===== config.mk =====
export PLATFORM = sky130hd
export DESIGN_NAME = tgafc_ctrl
export DESIGN_NICKNAME = d
export VERILOG_FILES = /design/src/sv/tgafc_pkg.sv /design/src/sv/tgafc_ctrl.sv
export SDC_FILE = /design/constraint.sdc
export NUM_CORES = 1
export LEC_CHECK = 0
export ABC_AREA = 1
export BUFFER_PORTS_ARGS = -buffer_cell sky130_fd_sc_hd__buf_2
export CORE_AREA = 2 2 39 41
export CTS_BUF_LIST = sky130_fd_sc_hd__clkbuf_2 sky130_fd_sc_hd__clkbuf_4 sky130_fd_sc_hd__clkbuf_8
export DETAILED_ROUTE_END_ITERATION = 8
export DIE_AREA = 0 0 41 43
export PLACE_DENSITY = 0.55
export SETUP_SLACK_MARGIN = 0.5
export SYNTH_ARGS = -nofsm -noshare
export SYNTH_HDL_FRONTEND = slang
export SYNTH_SLANG_ARGS = --single-unit

===== constraint.sdc =====
create_clock -name clk -period 2.7 [get_ports clk]
set_input_delay 0 -clock clk [delete_from_list [all_inputs] [get_ports clk]]
set_output_delay 0 -clock clk [all_outputs]
set_load 0.03 [all_outputs]

===== src/sv/tgafc_pkg.sv =====
// Shared constants, codes and control types for the tile grid area check block.
// No dependencies; every other file but tgafc_ram imports this package.
package tgafc_pkg;

	localparam int TILE_PIXELS = 32;
	localparam int MAX_COLUMNS = 64;
	localparam int MAX_ROWS    = 64;

	localparam int CNT_W  = 7;
	localparam int EDGE_W = 16;
	localparam int POS_W  = 7;
	localparam int ROW_AW = (MAX_ROWS > 1) ? $clog2(MAX_ROWS) : 1;
	localparam int COL_AW = (MAX_COLUMNS > 1) ? $clog2(MAX_COLUMNS) : 1;

	// divide by tile size: multiply by reciprocal, then one correction step
	localparam int RECIP_SHIFT = 16;
	localparam int RECIP       = (1 << RECIP_SHIFT) / TILE_PIXELS;
	localparam int RECIP_W     = RECIP_SHIFT + 1;
	localparam int PROD_W      = EDGE_W + RECIP_W;
	localparam int QW          = PROD_W - RECIP_SHIFT;
	localparam int TP_W        = $clog2(TILE_PIXELS + 1);
	localparam int REM_W       = QW + TP_W;

	localparam logic [1:0] MODE_NEW_ROW  = 2'd0;
	localparam logic [1:0] MODE_ADD_TILE = 2'd1;
	localparam logic [1:0] MODE_QUERY    = 2'd2;
	localparam logic [1:0] MODE_READ     = 2'd3;

	localparam logic [2:0] ST_OK           = 3'd0;
	localparam logic [2:0] ST_OUT_OF_MAP   = 3'd1;
	localparam logic [2:0] ST_NO_ROW       = 3'd2;
	localparam logic [2:0] ST_ROW_TOO_LONG = 3'd3;
	localparam logic [2:0] ST_CAPACITY     = 3'd4;

	typedef enum logic [2:0] {
		S_IDLE,
		S_MUL,
		S_FIX,
		S_CHK,
		S_SCAN,
		S_DRAIN,
		S_TREAD,
		S_DONE
	} ctrl_state_t;

	typedef struct packed {
		logic accept;
		logic mul;
		logic fix;
		logic check;
		logic scan_issue;
		logic finish_query;
		logic tread_res;
		logic push;
	} dp_cmd_t;

	typedef struct packed {
		logic out_free;
		logic query_fail;
		logic query_empty;
		logic scan_last;
	} dp_sts_t;

endpackage


===== src/sv/tgafc_ctrl.sv =====
// Sequencer: accepts words, steps the datapath through a query or tile read.
// Depends on tgafc_pkg (state and command/status types).
module tgafc_ctrl import tgafc_pkg::*; (
	input  logic       clk,
	input  logic       arst_n,
	input  logic       req_valid,
	input  logic [1:0] req_mode,
	input  dp_sts_t    sts,
	output logic       req_ready,
	output dp_cmd_t    cmd
);

	ctrl_state_t state_q, state_d;

	always_ff @(posedge clk or negedge arst_n) begin
		if (!arst_n) begin
			state_q <= S_IDLE;
		end else begin
			state_q <= state_d;
		end
	end

	always_comb begin
		state_d   = state_q;
		cmd       = '0;
		req_ready = 1'b0;
		case (state_q)
			S_IDLE: begin
				req_ready = 1'b1;
				if (req_valid) begin
					cmd.accept = 1'b1;
					case (req_mode)
						MODE_QUERY: state_d = S_MUL;
						MODE_READ:  state_d = S_TREAD;
						default:    state_d = S_DONE;
					endcase
				end
			end
			S_MUL: begin
				cmd.mul = 1'b1;
				state_d = S_FIX;
			end
			S_FIX: begin
				cmd.fix = 1'b1;
				state_d = S_CHK;
			end
			S_CHK: begin
				cmd.check = 1'b1;
				state_d   = (sts.query_fail || sts.query_empty) ? S_DONE : S_SCAN;
			end
			S_SCAN: begin
				cmd.scan_issue = 1'b1;
				if (sts.scan_last) begin
					state_d = S_DRAIN;
				end
			end
			S_DRAIN: begin
				cmd.finish_query = 1'b1;
				state_d          = S_DONE;
			end
			S_TREAD: begin
				cmd.tread_res = 1'b1;
				state_d       = S_DONE;
			end
			S_DONE: begin
				if (sts.out_free) begin
					cmd.push = 1'b1;
					state_d  = S_IDLE;
				end
			end
			default: state_d = S_IDLE;
		endcase
	end

endmodule


==> results.ini <==
[sta]
finalSetupViolations = 0
fin_skew_ns = 0.004835
fmax_ghz = 0.7913
hold_violations = 0
worst_slew_pin_slew_ns = 0.2127
setup_slack_ns = 1.436
drv_slew = 0
fin_crit_sh = 0.4681
rsz0062_at_grt = false
relSlewSlack = 0.8582
fin_crit_ns = 1.264
fin_tns_setup_ns = 0

[placement]
place_congestion = 0.7630
port_buffers = 17
hpwlAfterDp_um = 587.9
detailed_place.area_um2 = 380.4
dp_slack_ns = 1.546

[cts]
post_cts_buffers = 0
cts_tree = built
ctsLongestPathBuffers = 2
cts_buffers = 3
cts_sinks = 3
root_buffer = clkbuf_4
insertion_delay_ns = 0.23
clkTransAtPathRegs_ns = 0.04
cts_max_level = 1

[route]
drt_first_pass_iters = 4
wl_per_cell_um = 7.954
drc = 0
vias_per_cell = 4.126
postRouteWirelength_um = 692
ant_nets = 0
drt-initial-drc-count = 3
dr_total_vias = 359

[critical_path]
r2r_start = state_q[0]$_DFFE_PN0P_
rrSetupSlack_ns = 1.55
crit_arrival_ns = 1.26
start_kind = register
path_class = reg -> out
rr_worst_depth = 6
path_max_fanout = 7
crit_path_end_kind = output pin
reg2reg_to = state_q[0]$_DFFE_PN0P_
cp.required_ns = 2.70

[logic_synthesis]
yosysSeqAreaShare = 0.2727
synth.ff_latch_count = 3
synth_cells = 49
synth_area_per_cell_um2 = 5.618
synth_area_um2 = 275.3
yosysWarnings = 0
synth_cell_type_count = 13
synth_nets = 58

[die]
die_w_um = 41
ios = 18
core_um2 = 1384
initial_core_util = 0.1989
die_area_um2 = 1763
rows = 14
die_h_um = 43

[pwr]
pwr-share-clk = 0.167
powerDensity_nw_per_um2 = 1263
switching_power_w = 0.0002912
comb_power_share = 0.628
seqPwrFrac = 0.206
sw_frac_of_total = 0.5486
ir_worst_vdd_mv = 0.3581
internal_power_w = 0.0002396
power.leakage_nw = 0.2735

[cells_and_area]
drive_above_1_share = 0.3944
antenna_cells = 0
largest_reg_flops = 3
final_area_um2 = 420.4
fin_nets = 81
area_growth_pct = 52.73
fin_util = 0.3038
multi_input_area_um2 = 162.7
fillers = 159
seqCellArea_um2 = 75.07
top_register = state_q
top_regs = state_q: 3 flops

[global_route]
grt_pass1_vias = 320
grt_max_degree = 9
grt_pass1_wl_um = 1131
antenna_found_initial = 0
grt_overflow = 0
gr-usage-all-layers = 0.09054

[run]
maxCapViolCount = 0

[status]
outcome = finished, final reports clean

[worst_hold_path]
hp-class = in -> async

[synth_stat cells]
cell type | number | area (um^2)
nor2_2 | 3 | 18.77
nand4_1 | 1 | 6.260
nor3_1 | 3 | 15.01
nand2_1 | 18 | 67.56
nor2_1 | 5 | 18.77
inv_1 | 6 | 22.52
o21ai_1 | 1 | 5.000
clkinv_1 | 1 | 3.750
o21ba_1 | 1 | 10.01
dfrtp_1 | 3 | 75.07
nand3_1 | 3 | 15.01
nand2_2 | 1 | 6.260
inv_2 | 3 | 11.26
[cell usage in the layout, fill, tap and decap left out, types with 3 or more instances in the layout]
cell type	count
nor2_2	3
nor3_1	3
inv_1	6
buf_2	17
inv_2	3
nand2_1	18
nor2_1	5
nand3_1	3
dfrtp_1	3
clkbuf_4	4
[layer usage]
| layer | part of all wire | vias up | wire (um) | global-route usage |
|---|---|---|---|---|
| met5 | 0 | - | 0 | 0 |
| met4 | 0 | 0 | 0 | 0.04000 |
| met1 | 0.43 | 158 | 299 | 0.1133 |
| met3 | 0.062 | 0 | 43 | 0.01571 |
| met2 | 0.50 | 9 | 349 | 0.1438 |
| li1 | - | 192 | - | - |
[critical path, cell delays in order (launching register included)]
cell     delay, ns
dfrtp_1       0.44
nor2_2        0.21
nand2_2       0.10
nor2_1        0.09
buf_2         0.20
[worst max-delay path by stage]
stage	startpoint	end
after floorplan	state_q[0]$_DFFE_PN0P_	cmd[2]
after global routing	state_q[0]$_DFFE_PN0P_	cmd[7]
final	state_q[0]$_DFFE_PN0P_	cmd[7]
after detailed placement	state_q[0]$_DFFE_PN0P_	state_q[2]$_DFFE_PN0P_
after CTS	state_q[0]$_DFFE_PN0P_	cmd[7]
after global placement	state_q[0]$_DFFE_PN0P_	state_q[2]$_DFFE_PN0P_
[cell type report]
class,instances,share of cell area
multi-input cells,36,0.3869
repair buffers,18,0.2262
flip-flops and latches,3,0.1786
inverters,10,0.08929
clock buffers,4,0.07143
well taps,16,0.04762
[power groups by stage]
stage / clock network (W) / registers (W) / logic (W)
floorplan: 0 / 0.000102 / 0.000256
global placement: 0 / 0.000109 / 0.000334
detailed placement: 0 / 0.000111 / 0.000336
CTS: 0.0000889 / 0.000110 / 0.000339
global route: 0.0000955 / 0.000116 / 0.000375
finish: 0.0000885 / 0.000109 / 0.000333
[kinds of logic (layout without fill, tap and decap cells)]
logic type / after synthesis / after routing / synth area share
simple gates: 34 / 34 / 0.5364
compound gates: 2 / 2 / 0.05453
buf+inv: 10 / 32 / 0.1363
flops: 3 / 3 / 0.2727
[timing repair]
item                                    CTS  global route
gates resized for setup                   0             0
hold buffers                              1             0
endpoints found under the setup margin    0             0
hold endpoints to repair                  3             0
[metrics by stage]
step | hold slack [ns] | total power [W] | std cells
3_5_place_dp | -0.2012 | 0.0004466 | 82
5_1_grt | 0.1090 | 0.0005861 | 87
3_3_place_gp | -0.2038 | 0.0004425 | 82
6_report | 0.08884 | 0.0005308 | 87
2_1_floorplan | -0.2956 | 0.0003583 | 49
4_1_cts | 0.09747 | 0.0005376 | 87
No activity file was read; power rests on OpenSTA's default activity.
